**config.mk**
```make
export PLATFORM = sky130hd
export DESIGN_NAME = e2q_cell
export DESIGN_NICKNAME = d
export VERILOG_FILES = /design/src/rtl/euler_to_quaternion_core_assert.svh /design/src/rtl/e2q_pkg.sv /design/src/rtl/e2q_cell.sv
export SDC_FILE = /design/constraint.sdc
export NUM_CORES = 2
export LEC_CHECK = 0
export BUFFER_PORTS_ARGS = -buffer_cell sky130_fd_sc_hd__buf_2
export CAP_MARGIN = 20
export CORE_AREA = 10 10 305 307
export CTS_CLUSTER_SIZE = 24
export DETAILED_ROUTE_END_ITERATION = 8
export DIE_AREA = 0 0 315 317
export GPL_TIMING_DRIVEN = 0
export PLACE_DENSITY = 0.73
export SLEW_MARGIN = 20
export SYNTH_ARGS = -nofsm -noshare
export SYNTH_HDL_FRONTEND = slang
export SYNTH_SLANG_ARGS = --single-unit
```
**constraint.sdc**
```tcl
create_clock -name clock -period 6.36 [get_ports clock]
set_input_delay 0.318 -clock clock [delete_from_list [all_inputs] [get_ports clock]]
set_output_delay 0.318 -clock clock [all_outputs]
set_load 0.03 [all_outputs]
```
**src/rtl/euler_to_quaternion_core_assert.svh**
```systemverilog
// assertion macros for the euler to quaternion core
`ifndef EULER_TO_QUATERNION_CORE_ASSERT_SVH
`define EULER_TO_QUATERNION_CORE_ASSERT_SVH

`ifndef SYNTHESIS
`define E2Q_ASSERT_IMP(name, clk, rst, ante, cons) \
   name: assert property (@(posedge clk) disable iff (rst) (ante) |-> (cons)) \
      else $error("%m: implication check failed");
`define E2Q_ASSERT_NEXT(name, clk, rst, ante, cons) \
   name: assert property (@(posedge clk) disable iff (rst) (ante) |=> (cons)) \
      else $error("%m: next-cycle check failed");
`else
`define E2Q_ASSERT_IMP(name, clk, rst, ante, cons)
`define E2Q_ASSERT_NEXT(name, clk, rst, ante, cons)
`endif

`endif

```
**src/rtl/e2q_pkg.sv**
```systemverilog
package e2q_pkg;

   localparam int ANGLE_W       = 16;
   localparam int QUAT_W        = 16;
   localparam int CORDIC_STAGES = 16;
   localparam int ATAN_ENTRIES  = 24;
   localparam int NUM_STAGES    = (CORDIC_STAGES > ATAN_ENTRIES) ? ATAN_ENTRIES : CORDIC_STAGES;
   localparam int STAGE_IDX_W   = 5;
   localparam int CW            = 34;
   localparam int SC_W          = 24;
   localparam int PAIR_W        = 48;
   localparam int HI_W          = 48;
   localparam int LO_W          = 49;
   localparam int TRIPLE_W      = 64;
   localparam int ROUND_W       = 18;
   localparam int NUM_LANES     = 3;
   localparam int NUM_TERMS     = 8;
   localparam int QUAT_LAT      = 6;

   localparam int LANE_YAW   = 0;
   localparam int LANE_PITCH = 1;
   localparam int LANE_ROLL  = 2;

   localparam logic signed [CW-1:0] CORDIC_GAIN_Q30 = 34'sd652032874;
   localparam logic signed [CW-1:0] PI_Q30          = 34'sd3373259426;
   localparam logic signed [CW-1:0] HALF_PI_Q30     = 34'sd1686629713;
   localparam logic signed [CW-1:0] SC_ROUND        = 34'sd512;
   localparam logic signed [TRIPLE_W-1:0] Q14_ROUND = 64'sd35184372088832;
   localparam logic signed [ROUND_W-1:0]  SAT_HI    = 18'sd16384;
   localparam logic signed [ROUND_W-1:0]  SAT_LO    = -18'sd16384;

   typedef struct packed {
      logic signed [ANGLE_W-1:0] yaw_angle;
      logic signed [ANGLE_W-1:0] pitch_angle;
      logic signed [ANGLE_W-1:0] roll_angle;
   } e2q_req_type;

   typedef struct packed {
      logic signed [QUAT_W-1:0] quat_w;
      logic signed [QUAT_W-1:0] quat_x;
      logic signed [QUAT_W-1:0] quat_y;
      logic signed [QUAT_W-1:0] quat_z;
   } e2q_rsp_type;

   typedef struct packed {
      logic                 flip;
      logic signed [CW-1:0] x;
      logic signed [CW-1:0] y;
      logic signed [CW-1:0] z;
   } e2q_lane_type;

   typedef struct packed {
      logic                          valid;
      e2q_lane_type [NUM_LANES-1:0] lane;
   } e2q_stage_type;

   function automatic logic signed [CW-1:0] atan_q30(input logic [STAGE_IDX_W-1:0] idx);
      logic signed [CW-1:0] v;
      case (idx)
         5'd0:    v = 34'sh3243F6A8;
         5'd1:    v = 34'sh1DAC6705;
         5'd2:    v = 34'sh0FADBAFC;
         5'd3:    v = 34'sh07F56EA6;
         5'd4:    v = 34'sh03FEAB76;
         5'd5:    v = 34'sh01FFD55B;
         5'd6:    v = 34'sh00FFFAAA;
         5'd7:    v = 34'sh007FFF55;
         5'd8:    v = 34'sh003FFFEA;
         5'd9:    v = 34'sh001FFFFD;
         5'd10:   v = 34'sh000FFFFF;
         5'd11:   v = 34'sh0007FFFF;
         5'd12:   v = 34'sh0003FFFF;
         5'd13:   v = 34'sh0001FFFF;
         5'd14:   v = 34'sh0000FFFF;
         5'd15:   v = 34'sh00007FFF;
         5'd16:   v = 34'sh00003FFF;
         5'd17:   v = 34'sh00001FFF;
         5'd18:   v = 34'sh00000FFF;
         5'd19:   v = 34'sh000007FF;
         5'd20:   v = 34'sh000003FF;
         5'd21:   v = 34'sh000001FF;
         5'd22:   v = 34'sh000000FF;
         5'd23:   v = 34'sh0000007F;
         default: v = '0;
      endcase
      return v;
   endfunction

endpackage

```
**src/rtl/e2q_cell.sv**
```systemverilog
module e2q_cell (
   input  logic                                clock,
   input  logic                                reset,
   input  logic [e2q_pkg::STAGE_IDX_W-1:0]     stage_idx,
   input  e2q_pkg::e2q_stage_type               stage_in_data,
   output e2q_pkg::e2q_stage_type               stage_out
);
   import e2q_pkg::*;

   e2q_stage_type stage_ff, stage_in;
   logic signed [CW-1:0] atan_val;

   assign atan_val = atan_q30(stage_idx);

   always_comb begin
      logic signed [CW-1:0] dx;
      logic signed [CW-1:0] dy;
      stage_in = stage_in_data;
      for (int l = 0; l < NUM_LANES; l++) begin
         dx = stage_in_data.lane[l].y >>> stage_idx;
         dy = stage_in_data.lane[l].x >>> stage_idx;
         if (!stage_in_data.lane[l].z[CW-1]) begin
            stage_in.lane[l].x = stage_in_data.lane[l].x - dx;
            stage_in.lane[l].y = stage_in_data.lane[l].y + dy;
            stage_in.lane[l].z = stage_in_data.lane[l].z - atan_val;
         end else begin
            stage_in.lane[l].x = stage_in_data.lane[l].x + dx;
            stage_in.lane[l].y = stage_in_data.lane[l].y - dy;
            stage_in.lane[l].z = stage_in_data.lane[l].z + atan_val;
         end
      end
   end

   always_ff @(posedge clock) begin
      if (reset) begin
         stage_ff.valid <= 1'b0;
      end else begin
         stage_ff.valid <= stage_in.valid;
      end
   end

   always_ff @(posedge clock) begin
      stage_ff.lane <= stage_in.lane;
   end

   assign stage_out = stage_ff;

endmodule

```
Word-level counts from Yosys, hierarchy flattened
Memories as Yosys holds them, arrays and structs flattened. Cells that the tools add are included. W data, S select, Z words.

Register bits: 310. Memory bits (read-only): 960. Input bits: 317. Output and inout bits: 310. Memories: 1.

Memories: (no name shown) (words 32, bits a word 30, rd ports 1, clocked after Yosys merged registers in 0, write ports 0, RTL line e2q_pkg.sv:59) `case (idx)`.

Add/sub/neg operators: 18. Shift-type cells: 6. Muxes and demuxes: 3.

Operators by type and width (number): $add A34 B34 Y34 (9); $mux W102 (3); $sub A34 B34 Y34 (9); $sshr A34 B5 Y34 (6).

Logic depth before layout (Yosys ltp)
Depth in word-level cells: 3. Gate-level depth with buffers: 32.

Worst setup path before layout
Ideal clock, no wire load.

Path type: input port to flip-flop. From: input port stage_idx[2] (netlist bit). To: register stage_ff (netlist bit stage_out[233]). Arrival: 6.625 ns. Required time: 6.288 ns. Path slack: -0.338 ns. Stages: 30. Path through: buf_2 inv_2 buf_2 buf_2 buf_2 buf_2 buf_2 buf_1 clkbuf_1 a221oi_1 inv_1 ha_1 nor3b_1 nand3b_1 and3b_1 buf_2 nor2_1 mux2_2 ha_1 a21o_1 a21oi_1 nor3b_1 a211oi_1 o31a_1 o32ai_1 o21ai_0 a21o_1 a21o_1 a21oi_1 xnor2_1.

RTL lines: from (decl) (RTL line e2q_cell.sv:4) `input logic [e2q_pkg::STAGE_IDX_W-1:0] stage_idx,`; to (decl) (RTL line e2q_cell.sv:10) `e2q_stage_type stage_ff, stage_in;`.

==> reports/qor.txt <==
status - finished, violations left
violated checks - negative setup slack
WL/cell - 37.8 microns
adder-cell area share of the yosys netlist - 10.1%
max reg flops - 310
CTS tree - done
total number of vias - 47.9k
post-DP HPWL - 192 mm
DRC viols - 0
maximum buffer depth of the clock tree - 3
cell area power density - 289 nW/um^2
Area Overhead vs Synth - 21.9%
commonest non-fill, non-tap cells in the layout - 641 x buf_2, 389 x nor2_1, 377 x a21oi_1, 374 x nand2_1, 310 x dfxtp_1
Final Max Slew Viols - 0
Worst EP required - 6.87 ns
async set-reset flop share out of synthesis - 0%
setup ws final - -0.143 ns
clk slew on worst S/H paths - 0.06 ns
leading cell type in the layout, fill and taps excluded - buf_2
critical path fanouts, max - 10
Synth Area per Inst - 8.61 sq um
max incr delay on CP - 0.59 ns
design area - 49400 sq um
crit path DAT - 7.01 ns
crit path kind - in -> reg
area post-placement - 45300 sq um
area of the multi-input gates - 33600 sq um
Final Hold Vio Count - 0
startpoint types - input port
Max-slew headroom - 12.3%
largest net degree at the start of global routing - 15
Total Routing Usage GR - 47.7%
Largest delay share family, worst path - buffers and inverters
EDFF count, synth - 0
CTS sink cnt - 310
drt total wl - 252 mm
Post-Syn Instances - 4706
synth warn - 0
Die Height - 317 microns
Starting DRT DRC Count - 7477
crit share post-route - 102%
min Tclk post-route - 6.50 ns
H-tree depth - 2
starting utilization of the core area - 46.8%
Slew @ Worst Pin - 1.32 ns
Seq cells post-synth - 310
register area share after synthesis - 15.3%
combinational family with the most area after synthesis - multiplexers
Die ar. - 99900 sq um
worst hold path class - in -> reg
ratio of cells with drive above 1 in the final layout - 28.1%
area occupied by registers - 6210 sq um
PortBufs - 624
synth unique cells - 111
total CTS buffers - 36
post-synthesis simple-gate area fraction - 15.3%
Placer Congestion - 1.12
first-pass GRT wire length - 341 mm
number of setup violations in the final report - 14
vias in the first global route - 44.7k
CP Buf/Inv Count - 9
CP max stage cell - mux2i_1
Final Util - 57.0%
Core Box Area - 86600 sq um
Synth Area in XOR/XNOR - 9.92%
nets@finish - 6087
RSZ-0062 raised after global routing - yes
antenna violations before repair - 41
total grt overflow - 0
ANT nets after route - 0
Static Leakage - 0.0216 uW
Critical Path Sink Type - register
most used cell, CP - buf_4
peak supply drop - 0.405 mV
multiplexer share of the synthesized area - 22.8%
post-synth net total - 5344
post-synthesis compound-gate area fraction - 22.0%
FMAX - 154 MHz
post-DR vias/cell - 7.18
row cnt - 108
post-synthesis cell area - 40500 sq um
chip width - 315 microns
fillers - 7850
MaxCap Viol Count - 0
Pre-antenna DRT Iters - 9
top_reg_cell synth - dfxtp_1
I/O pin total - 627
Clock Tree Root - clkbuf_16
[worst paths after layout]
| kind | start | endpoint | slack, ns | depth (start not counted) |
|---|---|---|---|---|
| max | stage_idx[1] | stage_out[270] | -0.14 | 28 |
| min | stage_in_data[240] | stage_out[240] | 0.04 | 4 |
[stage by stage]
stage | power (uW) | setup slack [ns] | cells | hold WS [ns] | setup TNS (ns)
floorplan | 8570 | 0.0160 | 4706 | 0.346 | 0
global placement | 11300 | -7.28 | 6485 | 0.423 | -1092.16
detailed placement | 11300 | -4.98 | 6493 | 0.422 | -591.16
CTS | 13800 | -0.0316 | 6592 | 0.0214 | -0.0316
global route | 14800 | -0.0637 | 6640 | 0.0460 | -0.654
finish | 14300 | -0.143 | 6671 | 0.0381 | -0.779
[cell usage after synthesis (all sizes together), types with 58 or more instances]
library cell	n	area (sq um)
inv	122	458
a211oi	58	440
nor3	62	335
o21ai	248	1240
a31oi	75	469
xnor2	283	2480
nor2	399	1500
buf	155	1010
nand3	77	398
mux4	264	5990
nand2	379	1430
a21o	157	1180
a21oi	389	1950
xor2	176	1540
mux2i	211	2120
mux2	99	1120
nand2b	69	432
o22ai	59	369
dfxtp	310	6210
ha	312	3900
clkbuf	106	398
nor2b	61	382
[where the power goes]
group,switching [uW],internal [uW]
combinational,5980,3030
sequential,215,2770
clock,938,1320
total,7130,7120
[layer usage]
layer | track usage (%) | up-vias | share of wire (%)
li1 | - | 19300 | -
met4 | 33.9 | 30 | 8.9
met2 | 68.5 | 4421 | 40
met3 | 24.8 | 1285 | 16
met5 | 3.77 | - | 0.23
met1 | 53.8 | 22800 | 35
[area by class of cell]
type	count	share of cell area, %
multi-input cells	4012	68.1
flip-flops and latches	310	12.6
repair buffers	709	7.85
plain buffers	257	4.91
well taps	1155	2.93
clock buffers	51	2.12
inverters	123	0.945
clock inverters	14	0.431
diodes	40	0.203
[repair_timing]
item	in CTS	in global routing
pin swaps	15	43
setup endpoints to repair	231	83
hold endpoints to repair	11	0
hold buffers	12	0
resized for setup	336	221
buffers inserted	24	38
[kinds of logic (layout without fill, tap and decap cells)]
group,after synthesis,count (layout)
AOI/OAI and AO/OA,1375,1375
buffers and inverters,384,1154
muxes,574,574
and+or+nand+nor,1283,1283
DFF,310,310
adders and majority gates,321,321
other,0,40
xor gates and xnor gates,459,459
Note: power is estimated with default switching activity, not from simulation.
