### src/rtl/euler_to_quaternion_core_assert.svh
// assertion macros for the euler to quaternion core
`ifndef EULER_TO_QUATERNION_CORE_ASSERT_SVH
`define EULER_TO_QUATERNION_CORE_ASSERT_SVH

`ifndef SYNTHESIS
`define E2Q_ASSERT_IMP(name, clk, rst, ante, cons) \
   name: assert property (@(posedge clk) disable iff (rst) (ante) |-> (cons)) \
      else $error("%m: implication check failed");
`define E2Q_ASSERT_NEXT(name, clk, rst, ante, cons) \
   name: assert property (@(posedge clk) disable iff (rst) (ante) |=> (cons)) \
      else $error("%m: next-cycle check failed");
`else
`define E2Q_ASSERT_IMP(name, clk, rst, ante, cons)
`define E2Q_ASSERT_NEXT(name, clk, rst, ante, cons)
`endif

`endif

### src/rtl/e2q_pkg.sv
package e2q_pkg;

   localparam int ANGLE_W       = 16;
   localparam int QUAT_W        = 16;
   localparam int CORDIC_STAGES = 16;
   localparam int ATAN_ENTRIES  = 24;
   localparam int NUM_STAGES    = (CORDIC_STAGES > ATAN_ENTRIES) ? ATAN_ENTRIES : CORDIC_STAGES;
   localparam int STAGE_IDX_W   = 5;
   localparam int CW            = 34;
   localparam int SC_W          = 24;
   localparam int PAIR_W        = 48;
   localparam int HI_W          = 48;
   localparam int LO_W          = 49;
   localparam int TRIPLE_W      = 64;
   localparam int ROUND_W       = 18;
   localparam int NUM_LANES     = 3;
   localparam int NUM_TERMS     = 8;
   localparam int QUAT_LAT      = 6;

   localparam int LANE_YAW   = 0;
   localparam int LANE_PITCH = 1;
   localparam int LANE_ROLL  = 2;

   localparam logic signed [CW-1:0] CORDIC_GAIN_Q30 = 34'sd652032874;
   localparam logic signed [CW-1:0] PI_Q30          = 34'sd3373259426;
   localparam logic signed [CW-1:0] HALF_PI_Q30     = 34'sd1686629713;
   localparam logic signed [CW-1:0] SC_ROUND        = 34'sd512;
   localparam logic signed [TRIPLE_W-1:0] Q14_ROUND = 64'sd35184372088832;
   localparam logic signed [ROUND_W-1:0]  SAT_HI    = 18'sd16384;
   localparam logic signed [ROUND_W-1:0]  SAT_LO    = -18'sd16384;

   typedef struct packed {
      logic signed [ANGLE_W-1:0] yaw_angle;
      logic signed [ANGLE_W-1:0] pitch_angle;
      logic signed [ANGLE_W-1:0] roll_angle;
   } e2q_req_type;

   typedef struct packed {
      logic signed [QUAT_W-1:0] quat_w;
      logic signed [QUAT_W-1:0] quat_x;
      logic signed [QUAT_W-1:0] quat_y;
      logic signed [QUAT_W-1:0] quat_z;
   } e2q_rsp_type;

   typedef struct packed {
      logic                 flip;
      logic signed [CW-1:0] x;
      logic signed [CW-1:0] y;
      logic signed [CW-1:0] z;
   } e2q_lane_type;

   typedef struct packed {
      logic                          valid;
      e2q_lane_type [NUM_LANES-1:0] lane;
   } e2q_stage_type;

   function automatic logic signed [CW-1:0] atan_q30(input logic [STAGE_IDX_W-1:0] idx);
      logic signed [CW-1:0] v;
      case (idx)
         5'd0:    v = 34'sh3243F6A8;
         5'd1:    v = 34'sh1DAC6705;
         5'd2:    v = 34'sh0FADBAFC;
         5'd3:    v = 34'sh07F56EA6;
         5'd4:    v = 34'sh03FEAB76;
         5'd5:    v = 34'sh01FFD55B;
         5'd6:    v = 34'sh00FFFAAA;
         5'd7:    v = 34'sh007FFF55;
         5'd8:    v = 34'sh003FFFEA;
         5'd9:    v = 34'sh001FFFFD;
         5'd10:   v = 34'sh000FFFFF;
         5'd11:   v = 34'sh0007FFFF;
         5'd12:   v = 34'sh0003FFFF;
         5'd13:   v = 34'sh0001FFFF;
         5'd14:   v = 34'sh0000FFFF;
         5'd15:   v = 34'sh00007FFF;
         5'd16:   v = 34'sh00003FFF;
         5'd17:   v = 34'sh00001FFF;
         5'd18:   v = 34'sh00000FFF;
         5'd19:   v = 34'sh000007FF;
         5'd20:   v = 34'sh000003FF;
         5'd21:   v = 34'sh000001FF;
         5'd22:   v = 34'sh000000FF;
         5'd23:   v = 34'sh0000007F;
         default: v = '0;
      endcase
      return v;
   endfunction

endpackage

### src/rtl/e2q_fold.sv
module e2q_fold (
   input  logic                  clock,
   input  logic                  reset,
   input  logic                  accept,
   input  e2q_pkg::e2q_req_type  req_data,
   output e2q_pkg::e2q_stage_type stage_out
);
   import e2q_pkg::*;

   e2q_stage_type stage_ff, stage_in;
   logic signed [ANGLE_W-1:0] angle [NUM_LANES];

   assign angle[LANE_YAW]   = req_data.yaw_angle;
   assign angle[LANE_PITCH] = req_data.pitch_angle;
   assign angle[LANE_ROLL]  = req_data.roll_angle;

   always_comb begin
      logic signed [CW-1:0] z0;
      stage_in.valid = accept;
      for (int l = 0; l < NUM_LANES; l++) begin
         // half angle read as q14, widened to q30
         z0 = {{2{angle[l][ANGLE_W-1]}}, angle[l], 16'b0};
         stage_in.lane[l].x    = CORDIC_GAIN_Q30;
         stage_in.lane[l].y    = '0;
         stage_in.lane[l].flip = 1'b0;
         stage_in.lane[l].z    = z0;
         if (z0 > HALF_PI_Q30) begin
            stage_in.lane[l].z    = PI_Q30 - z0;
            stage_in.lane[l].flip = 1'b1;
         end else if (z0 < -HALF_PI_Q30) begin
            stage_in.lane[l].z    = -PI_Q30 - z0;
            stage_in.lane[l].flip = 1'b1;
         end
      end
   end

   always_ff @(posedge clock) begin
      if (reset) begin
         stage_ff.valid <= 1'b0;
      end else begin
         stage_ff.valid <= stage_in.valid;
      end
   end

   always_ff @(posedge clock) begin
      stage_ff.lane <= stage_in.lane;
   end

   assign stage_out = stage_ff;

endmodule

### config.mk
export PLATFORM = sky130hd
export DESIGN_NAME = e2q_fold
export DESIGN_NICKNAME = d
export VERILOG_FILES = /design/src/rtl/euler_to_quaternion_core_assert.svh /design/src/rtl/e2q_pkg.sv /design/src/rtl/e2q_fold.sv
export SDC_FILE = /design/constraint.sdc
export NUM_CORES = 1
export LEC_CHECK = 0
export BUFFER_PORTS_ARGS = -buffer_cell sky130_fd_sc_hd__buf_2
export CORE_AREA = 2 2 140 142
export DETAILED_ROUTE_END_ITERATION = 16
export DIE_AREA = 0 0 142 144
export GPL_TIMING_DRIVEN = 1
export PLACE_DENSITY_LB_ADDON = 0.08
export SLEW_MARGIN = 10
export SYNTH_ARGS = -nofsm -noshare
export SYNTH_HDL_FRONTEND = slang
export SYNTH_SLANG_ARGS = --single-unit
### constraint.sdc
create_clock -name clock -period 8.92 [get_ports clock]
set_clock_uncertainty 0.1 [all_clocks]
set_input_delay 2.23 -clock clock [delete_from_list [all_inputs] [get_ports clock]]
set_output_delay 2.23 -clock clock [all_outputs]
set_load 0.02 [all_outputs]
# --- After elaboration in Yosys (flattened, before gate mapping) ---
# Cells that the tools add are included.
totals:
  ff_bits: 106
  output_inout_bits: 310
  wordCells: 28
  input_bits: 51
op_classes:
  mux: 9
  add_sub_neg: 6
  n_lt_le_gt_ge: 6
ops:
  columns: ["op", "count"]
  rows:
  - ["34-bit 2-to-1 mux", 6]
  - ["33-bit by 32-bit subtractor with 34-bit output (first input constant)", 6]
  - ["32-bit greater-than comparator (second input constant)", 3]
  - ["32-bit less-than comparator (second input constant)", 3]
  - ["1-bit 2-to-1 mux", 3]

# --- Longest topological paths before layout ---
# Gate-level depths: netlist of run 1.
logic_depth:
  depth_word: 3
  depth_mapped: 14
  mapped_depth_nobuf: 13

# --- Least setup slack after synthesis of run 1 ---
# No wires, ideal clock.
synth_timing:
  path_kind: "input-to-reg"
  startpoint: "input req_data[32] (netlist bit)"
  endpoint: "register stage_ff, in the netlist stage_out[30]"
  cell_stages: 12
  arrival_time_ns: 4.451
  setup_ns: 0.118
  slack_ns: 4.250
  t_required_ns: 8.702
  path_buffers: 1
  cell_sequence: "inv_1 > ha_1 > nand2b_1 > a41o_1 > a31oi_1 > nor2_1 > o31ai_1 > ha_1 > clkbuf_1 > clkinv_1 > or4b_1 > xnor2_1"
synth_rtl:
  columns: ["item", "line_no", "rtl"]
  rows:
  - ["from (decl)", "e2q_fold.sv:5", "input e2q_pkg::e2q_req_type req_data,"]
  - ["to (decl)", "e2q_fold.sv:10", "e2q_stage_type stage_ff, stage_in;"]

==> results of run 1 <==
## per-stage QoR
| step | setup WS [ns] | cell area [µm²] | total power, mW | util |
|---|---|---|---|---|
| after global placement | 3.78 | 5260 | 0.681 | 0.276 |
| after global routing | 3.80 | 5610 | 1.14 | 0.294 |
| after detailed placement | 3.71 | 5260 | 0.679 | 0.276 |
| after floorplan | 4.25 | 6140 | 0.668 | - |
| after CTS | 4.07 | 5610 | 1.10 | 0.294 |
| final | 4.12 | 5610 | 1.08 | 0.294 |
## placed cells by master (no fill, tap or decap), types with 3 or more instances in the layout
master,synthesis,layout
conb_1,2,207
buf_2,5,153
dfxtp_1,64,64
nand2_1,27,27
nor2_1,26,26
inv_1,24,24
mux2i_1,22,22
xnor2_1,21,21
nand3_1,18,18
xor2_1,18,18
ha_1,18,18
o21ai_0,13,13
a31oi_1,12,12
a21oi_1,12,12
nor3_1,9,9
clkbuf_16,0,9
o211ai_1,8,8
o31ai_1,7,7
o21ai_1,5,5
nand2b_1,4,4
a41o_1,4,4
nand4_1,4,4
nor2b_1,3,3
o41ai_2,2,3
clkinv_1,3,3
a21o_1,3,3
o41ai_1,4,3
o2111ai_1,3,3
or3_1,3,3
bufinv_16,0,3
## cell usage after synthesis, types with 12 or more instances
library cell / n
buf_4: 246
dfxtp_1: 64
nand2_1: 27
nor2_1: 26
inv_1: 24
mux2i_1: 22
xnor2_1: 21
clkbuf_1: 20
ha_1: 18
nand3_1: 18
xor2_1: 18
o21ai_0: 13
a21oi_1: 12
a31oi_1: 12
## cell type report
| class | instances | area [µm²] | area share |
|---|---|---|---|
| Tap cell | 238 | 298 | 0.0531 |
| Timing Repair Buffer | 155 | 781 | 0.139 |
| Inverter | 28 | 105 | 0.0187 |
| Multi-Input combinational cell | 489 | 2800 | 0.499 |
| Clock inverter | 7 | 120 | 0.0214 |
| Clock buffer | 9 | 225 | 0.0402 |
| Sequential cell | 64 | 1280 | 0.229 |
## logic make-up after synthesis
logic type,Yosys count
AO/OA/AOI/OAI,88
XOR/XNOR,39
adder cells (fa/ha/maj),18
buffers and inverters,301
flip-flops,64
multiplexers,23
other,2
AND/OR/NAND/NOR,114
## power breakdown
part           switching, mW  total, mW  internal (mW)  leakage [nW]
Combinational          0.248      0.335         0.0870          2.31
Sequential            0.0125      0.337          0.324         0.539
Clock                  0.139      0.412          0.273         0.166
Total                  0.399       1.08          0.685          3.02
## worst paths after layout
| check | depth (start not counted) | slack (ns) | to | startpoint |
|---|---|---|---|---|
| worst max-delay path | 12 | 4.12 | stage_out[236]$_DFF_P_ | req_data[0] |
| worst min-delay path | 2 | 1.95 | stage_out[309]$_SDFF_PP0_ | reset |
## worst max-delay path, stage by stage
cell      delay, ns
buf_2          0.13
inv_1          0.06
ha_1           0.20
nand2b_1       0.07
a41o_1         0.24
a31oi_1        0.18
nor3_1         0.06
o31ai_1        0.20
ha_1           0.42
clkinv_1       0.37
or4b_1         0.62
xnor2_1        0.14
## routing by layer
metal / track usage / vias to the layer above / share of wire
li1: - / 1907 / -
met1: 0.148 / 1864 / 0.42
met4: 0.0532 / 0 / 0.020
met5: 0 / - / 0
met2: 0.203 / 233 / 0.49
met3: 0.0278 / 15 / 0.075
==> metrics.txt, run 1 <==
YS warnings 0; H-tree lvl count 3; RSZ-0062 raised after global routing no; Rows 51; FFs w/ async S/R, synth 0; Max Cap Viol 0; Cell Pwr Density 193 nW/µm²; first-pass GRT wire length 19.2 mm; cell area after synthesis 5370 µm²; Min Clock Period, post-route 4.80 ns; largest net degree at the start of global routing 23; post-synthesis adder-cell area fraction 0.0420; CP startpoint kind input pin; Clk pin slew, worst setup/hold paths 0.06 ns; Layout area overhead 4.45%; Die Area 20400 µm²; Final TNS setup 0 ns; WP data required 9.05 ns; antenna violations before repair 0; mux share of post-synthesis cell area 0.0431; Post-synth top flop dfxtp_1; post-synthesis simple-gate area fraction 0.109; WS Path Type input pin to flop; worst-margin pin slew 0.934 ns; Synth cell types 58; vias post-DR 4019; drt pass-1 iters 5; CTS buffer count 9; EDFF count, synth 0; final-stage net count 816; Die Y 144 µm; Synth Area in XOR/XNOR 0.0636; sequential area share after synthesis 0.239; DR DRC count 0; vias in the first global route 3473; Final setup viols 0; CTS Sinks 64; Mapped Cells 649; post-placement cell count 974; Critical Path AT 4.92 ns; # port buffers 153; final cell count without fillers 990; share of cells above drive strength 1 0.239; share of the synthesized area in the top cell type 0.344; worst hold margin 1.95 ns; CP Max Fanout 12; Compound-Gate Fraction of Synth Area 0.117; total track usage 0.121; CORE AREA 19100 µm²; Final ANT Viol Nets 0; max-slew violation count 0; Tcrit/Tclk final 0.538; dominant cell type by area after synthesis buf_4; max FFs per register 64; Hold WC Path Type input pin to flop; Peak VDD IR 0.0636 mV; FILL cells 2125; CTS tree built; Peak Freq 209 MHz; Seq cells post-synth 64; # diodes 0; First DRT Iteration DRCs 131; routed len/inst 13.5 µm; Leak 3.02 nW; post-CTS resize count 0; hold buffers post-CTS 0; status complete, no violations; largest family of logic cells by synthesized area buffers and inverters; gpl congestion 0.786; Ports 361; vias per inst 4.06; Starting Density 0.281; HPWL Detailed 10.6 mm; clk buf depth 2; global route overflow 0; Slew headroom 0.378; largest cells by area after synthesis buf_4 34%, dfxtp_1 24%, ha_1 4.2%; final WL 13.3 mm; Mapped Avg Cell Area 8.27 µm²; Setup Buffers After CTS 0; clk root buf clkbuf_16; Crit. End Element flop; final hold vios 0; Die X 142 µm
Note: power is estimated with default switching activity, not from simulation.
==> run 2, diff against run 1 <==
==> constraint.sdc (replaced) <==
create_clock -name clock -period 4.4 [get_ports clock]
set_clock_uncertainty 0.1 [all_clocks]
set_input_delay 1.1 -clock clock [delete_from_list [all_inputs] [get_ports clock]]
set_output_delay 1.1 -clock clock [all_outputs]
set_load 0.02 [all_outputs]
==> metrics.txt, run 2 (synthesized netlist as in run 1, its figures left out) <==
Die Y 144 µm (unchanged); Tcrit/Tclk final 0.810; Crit. End Element flop (unchanged); Ports 361 (unchanged); FILL cells 2096 (was 2125); CTS buffer count 9 (unchanged); Leak 3.02 nW (about the same); Hold WC Path Type input pin to flop (unchanged); CORE AREA 19100 µm² (unchanged); final-stage net count 819 (was 816); Slew headroom 0.369 (was 0.378); CP startpoint req_data[33] (was req_data[0]); status complete, no violations (unchanged); # diodes 0 (unchanged); post-placement cell count 977 (was 974); antenna violations before repair 0 (unchanged); Final setup viols 0 (unchanged); Peak VDD IR 0.183 mV (was 0.0636 mV); vias post-DR 3975 (was 4019); post-CTS resize count 0 (unchanged); Largest stage delay, worst path 0.61 ns (was 0.62 ns); max FFs per register 64 (unchanged); crit path to stage_out[30]$_DFF_P_ (was stage_out[236]$_DFF_P_); CP cell instances buf_2, inv_1, ha_1, nand2b_1, a41o_1, a31oi_1, nor2_1, o31ai_1, ha_1, clkinv_1, or4b_1, xnor2_1 (was buf_2, inv_1, ha_1, nand2b_1, a41o_1, a31oi_1, nor3_1, o31ai_1, ha_1, clkinv_1, or4b_1, xnor2_1); leading cell type in the layout, fill and taps excluded conb_1 (unchanged); final hold vios 0 (unchanged); # port buffers 153 (unchanged); gpl congestion 0.822 (was 0.786); Critical Path Most Common Cell ha_1 (unchanged); DR DRC count 0 (unchanged); Register Area 1280 µm² (unchanged); Final TNS setup 0 ns (unchanged); CP startpoint kind input pin (unchanged); global route overflow 0 (unchanged); worst-margin pin slew 0.947 ns (was 0.934 ns); Peak Freq 281 MHz; Die Area 20400 µm² (unchanged); vias in the first global route 3355 (was 3473); routed len/inst 13.3 µm (was 13.5 µm); first-pass GRT wire length 18.6 mm (was 19.2 mm); WP data required 4.52 ns (was 9.05 ns); CTS Sinks 64 (unchanged); Max Cap Viol 0 (unchanged); Slowest cell on crit path or4b_1 (unchanged); WS Path Type input pin to flop (unchanged); clk root buf clkbuf_16 (unchanged); final WL 13.2 mm (was 13.3 mm); Layout area overhead 4.41% (was 4.45%); final cell count without fillers 993 (was 990); Power, Total 2.14 mW (was 1.08 mW); largest net degree at the start of global routing 23 (unchanged); CP Max Fanout 10 (was 12); total track usage 0.118 (was 0.121); drt pass-1 iters 4 (was 5); CTS tree built (unchanged); Critical Path AT 3.68 ns (was 4.92 ns); vias per inst 4.00 (was 4.06); Setup Buffers After CTS 0 (unchanged); RSZ-0062 raised after global routing no (unchanged); H-tree lvl count 3 (unchanged); Rows 51 (unchanged); Starting Density 0.281 (unchanged); Clk pin slew, worst setup/hold paths 0.06 ns (about the same); clk buf depth 2 (unchanged); hold buffers post-CTS 0 (unchanged); share of cells above drive strength 1 0.242 (was 0.239); Min Clock Period, post-route 3.56 ns; Cell Pwr Density 382 nW/µm² (was 193 nW/µm²); Min-Delay Startpoint reset (unchanged); Final ANT Viol Nets 0 (unchanged); Die X 142 µm (unchanged); multi-input logic area 2800 µm² (unchanged); HPWL Detailed 10.7 mm (was 10.6 mm); most frequent cells in the layout 207 x conb_1, 153 x buf_2, 64 x dfxtp_1 (unchanged); First DRT Iteration DRCs 189 (was 131); max-slew violation count 0 (unchanged)
run 2: cell type report:
cell class              instances  share of cell area
well taps                     238              0.0531
clock buffers                   9              0.0402
flip-flops and latches         64               0.229
multi-input cells             489               0.499
inverters                      28              0.0188
repair buffers                158               0.143
clock inverters                 7              0.0170
run 2: power breakdown:
group	switching [mW]	total [mW]	internal [mW]
sequential	0.0245	0.682	0.657
clock	0.278	0.775	0.497
combinational	0.504	0.683	0.179
total	0.807	2.14	1.33
run 2: worst min path at each step:
stage                                      to  slack, ns  cells after the start
floorplan           stage_out[309]$_SDFF_PP0_       1.07                      1
global placement    stage_out[309]$_SDFF_PP0_       1.16                      2
detailed placement  stage_out[309]$_SDFF_PP0_       1.16                      2
CTS                 stage_out[309]$_SDFF_PP0_       0.80                      2
global route        stage_out[309]$_SDFF_PP0_       0.81                      2
finish              stage_out[309]$_SDFF_PP0_       0.82                      2
run 2: per-layer routing:
layer	GRT usage	vias up	routed length [µm]
met3	0.0272	12	1060
met4	0.0489	0	200
li1	-	1915	-
met2	0.198	229	6430
met1	0.145	1819	5540
met5	0	-	0
run 2: worst max-delay path, delay by kind of cell:
family                   cells  cell delay, ns
AND/OR/NAND/NOR              3            0.74
adder cells (fa/ha/maj)      2            0.58
AO/OA/AOI/OAI                3            0.60
buffers and inverters        3            0.53
XOR/XNOR                     1            0.14
run 2: stage by stage:
step                      hold slack, ns  setup slack (ns)  area [µm²]  utilization
after floorplan                     1.07             0.860        6140            -
after global placement              1.16             0.584        5280        0.277
after detailed placement            1.16             0.520        5280        0.277
after CTS                          0.798             0.878        5600        0.294
after global routing               0.807             0.657        5600        0.294
final                              0.823             0.837        5600        0.294
==> run 3, diff against run 2 <==
--- a/config.mk
+++ b/config.mk
@@ -6,9 +6,9 @@
 export NUM_CORES = 1
 export LEC_CHECK = 0
 export BUFFER_PORTS_ARGS = -buffer_cell sky130_fd_sc_hd__buf_2
-export CORE_AREA = 2 2 140 142
+export CORE_AREA = 2 2 141 143
 export DETAILED_ROUTE_END_ITERATION = 16
-export DIE_AREA = 0 0 142 144
+export DIE_AREA = 0 0 143 145
 export GPL_TIMING_DRIVEN = 1
 export PLACE_DENSITY_LB_ADDON = 0.08
 export SLEW_MARGIN = 10
==> constraint.sdc (replaced) <==
create_clock -name clock -period 3.3 [get_ports clock]
set_clock_uncertainty 0.1 [all_clocks]
set_input_delay 0.825 -clock clock [delete_from_list [all_inputs] [get_ports clock]]
set_output_delay 0.825 -clock clock [all_outputs]
set_load 0.02 [all_outputs]
==> metrics.txt, run 3 (synthesized netlist as in run 1, its figures left out) <==
total track usage 0.124 (was 0.118); CORE AREA 19200 µm² (was 19100 µm²); RSZ-0062 raised after global routing no (unchanged); Rows 51 (unchanged); setup slack at placement 0.0533 ns (was 0.520 ns); Starting Density 0.279 (was 0.281); worst-margin pin slew 0.650 ns (was 0.947 ns); Final Instance Area 5770 µm² (was 5600 µm²); Clk pin slew, worst setup/hold paths 0.06 ns (about the same); Peak Freq 345 MHz; post-route core utilization 0.300 (was 0.294); largest net degree at the start of global routing 22 (was 23); global route overflow 0 (unchanged); Power, Total 2.90 mW (was 2.14 mW); Layout area overhead 7.48% (was 4.41%); HPWL Detailed 10.9 mm (was 10.7 mm); H-tree lvl count 3 (unchanged); clk root buf clkbuf_16 (unchanged); CTS tree built (unchanged); Final ANT Viol Nets 0 (unchanged); hold buffers post-CTS 0 (unchanged); Die Area 20700 µm² (was 20400 µm²); final cell count without fillers 1034 (was 993); most frequent cells in the layout 207 x conb_1, 153 x buf_2, 64 x dfxtp_1 (unchanged); final hold vios 0 (unchanged); post-CTS resize count 0 (unchanged); clk buf depth 2 (unchanged); Slew headroom 0.562 (was 0.369); Peak VDD IR 0.232 mV (was 0.183 mV); First DRT Iteration DRCs 211 (was 189); # port buffers 153 (unchanged); vias in the first global route 3651 (was 3355); post-placement cell count 1018 (was 977); CP startpoint kind input pin (unchanged); status complete, no violations (unchanged); Cell Pwr Density 503 nW/µm² (was 382 nW/µm²); Crit. End Element flop (unchanged); routed len/inst 13.1 µm (was 13.3 µm); Final TNS setup 0 ns (unchanged); share of cells above drive strength 1 0.254 (was 0.242); WS Path Type input pin to flop (unchanged); antenna violations before repair 0 (unchanged); WP data required 3.42 ns (was 4.52 ns); final-stage net count 833 (was 819); Final setup viols 0 (unchanged); Ports 361 (unchanged); Tcrit/Tclk final 0.879; CP Max Fanout 6 (was 10); worst hold margin 0.570 ns (was 0.823 ns); Max Cap Viol 0 (unchanged); dpl cell area 5440 µm² (was 5280 µm²); Min Clock Period, post-route 2.90 ns; DR DRC count 0 (unchanged); Critical Path AT 3.02 ns (was 3.68 ns); Hold WC Path Type input pin to flop (unchanged); Die Y 145 µm (was 144 µm); Die X 143 µm (was 142 µm); CTS Sinks 64 (unchanged); CTS buffer count 9 (unchanged); final WL 13.5 mm (was 13.2 mm); # diodes 0 (unchanged); vias post-DR 4017 (was 3975); gpl congestion 0.779 (was 0.822); first-pass GRT wire length 20.3 mm (was 18.6 mm); max FFs per register 64 (unchanged); Setup Buffers After CTS 0 (unchanged); drt pass-1 iters 4 (unchanged); max-slew violation count 0 (unchanged); leading cell type in the layout, fill and taps excluded conb_1 (unchanged); final worst setup slack 0.400 ns (was 0.837 ns); vias per inst 3.88 (was 4.00); Leak 3.10 nW (was 3.02 nW)
run 3: routing by layer:
metal | vias up | routed length, µm | track usage
met1 | 1860 | 5500 | 0.146
met5 | - | 0 | 0
li1 | 1932 | - | -
met2 | 213 | 6720 | 0.213
met4 | 0 | 221 | 0.0485
met3 | 12 | 1100 | 0.0297
run 3: worst max-delay path, cell delays in order:
cell and delay (ns):
buf_2 0.14, inv_1 0.06, ha_1 0.23, nand2b_1 0.08, a41o_1 0.23, a31oi_1 0.16, nor2_1 0.06, o31ai_1 0.20
ha_1 0.18, clkinv_1 0.15, or4b_1 0.56, xnor2_1 0.14
run 3: final timing paths:
path                      from                   endpoint  slack (ns)  cells past startpoint
setup / recovery  req_data[33]      stage_out[30]$_DFF_P_        0.40                     12
hold / removal           reset  stage_out[309]$_SDFF_PP0_        0.57                      2
run 3: power by group:
group / total [mW] / internal, mW / switching (mW) / leakage (nW)
sequential: 0.910 / 0.877 / 0.0336 / 0.539
clock: 1.06 / 0.724 / 0.341 / 0.163
combinational: 0.929 / 0.255 / 0.674 / 2.40
total: 2.90 / 1.86 / 1.05 / 3.10
run 3: area by class of cell:
class	instances	area, µm²
Inverter	28	105
Clock buffer	14	274
Tap cell	265	332
Timing Repair Buffer	172	921
Fill cell	2100	13400
Multi-Input combinational cell	489	2800
Sequential cell	64	1280
Clock inverter	2	60.1
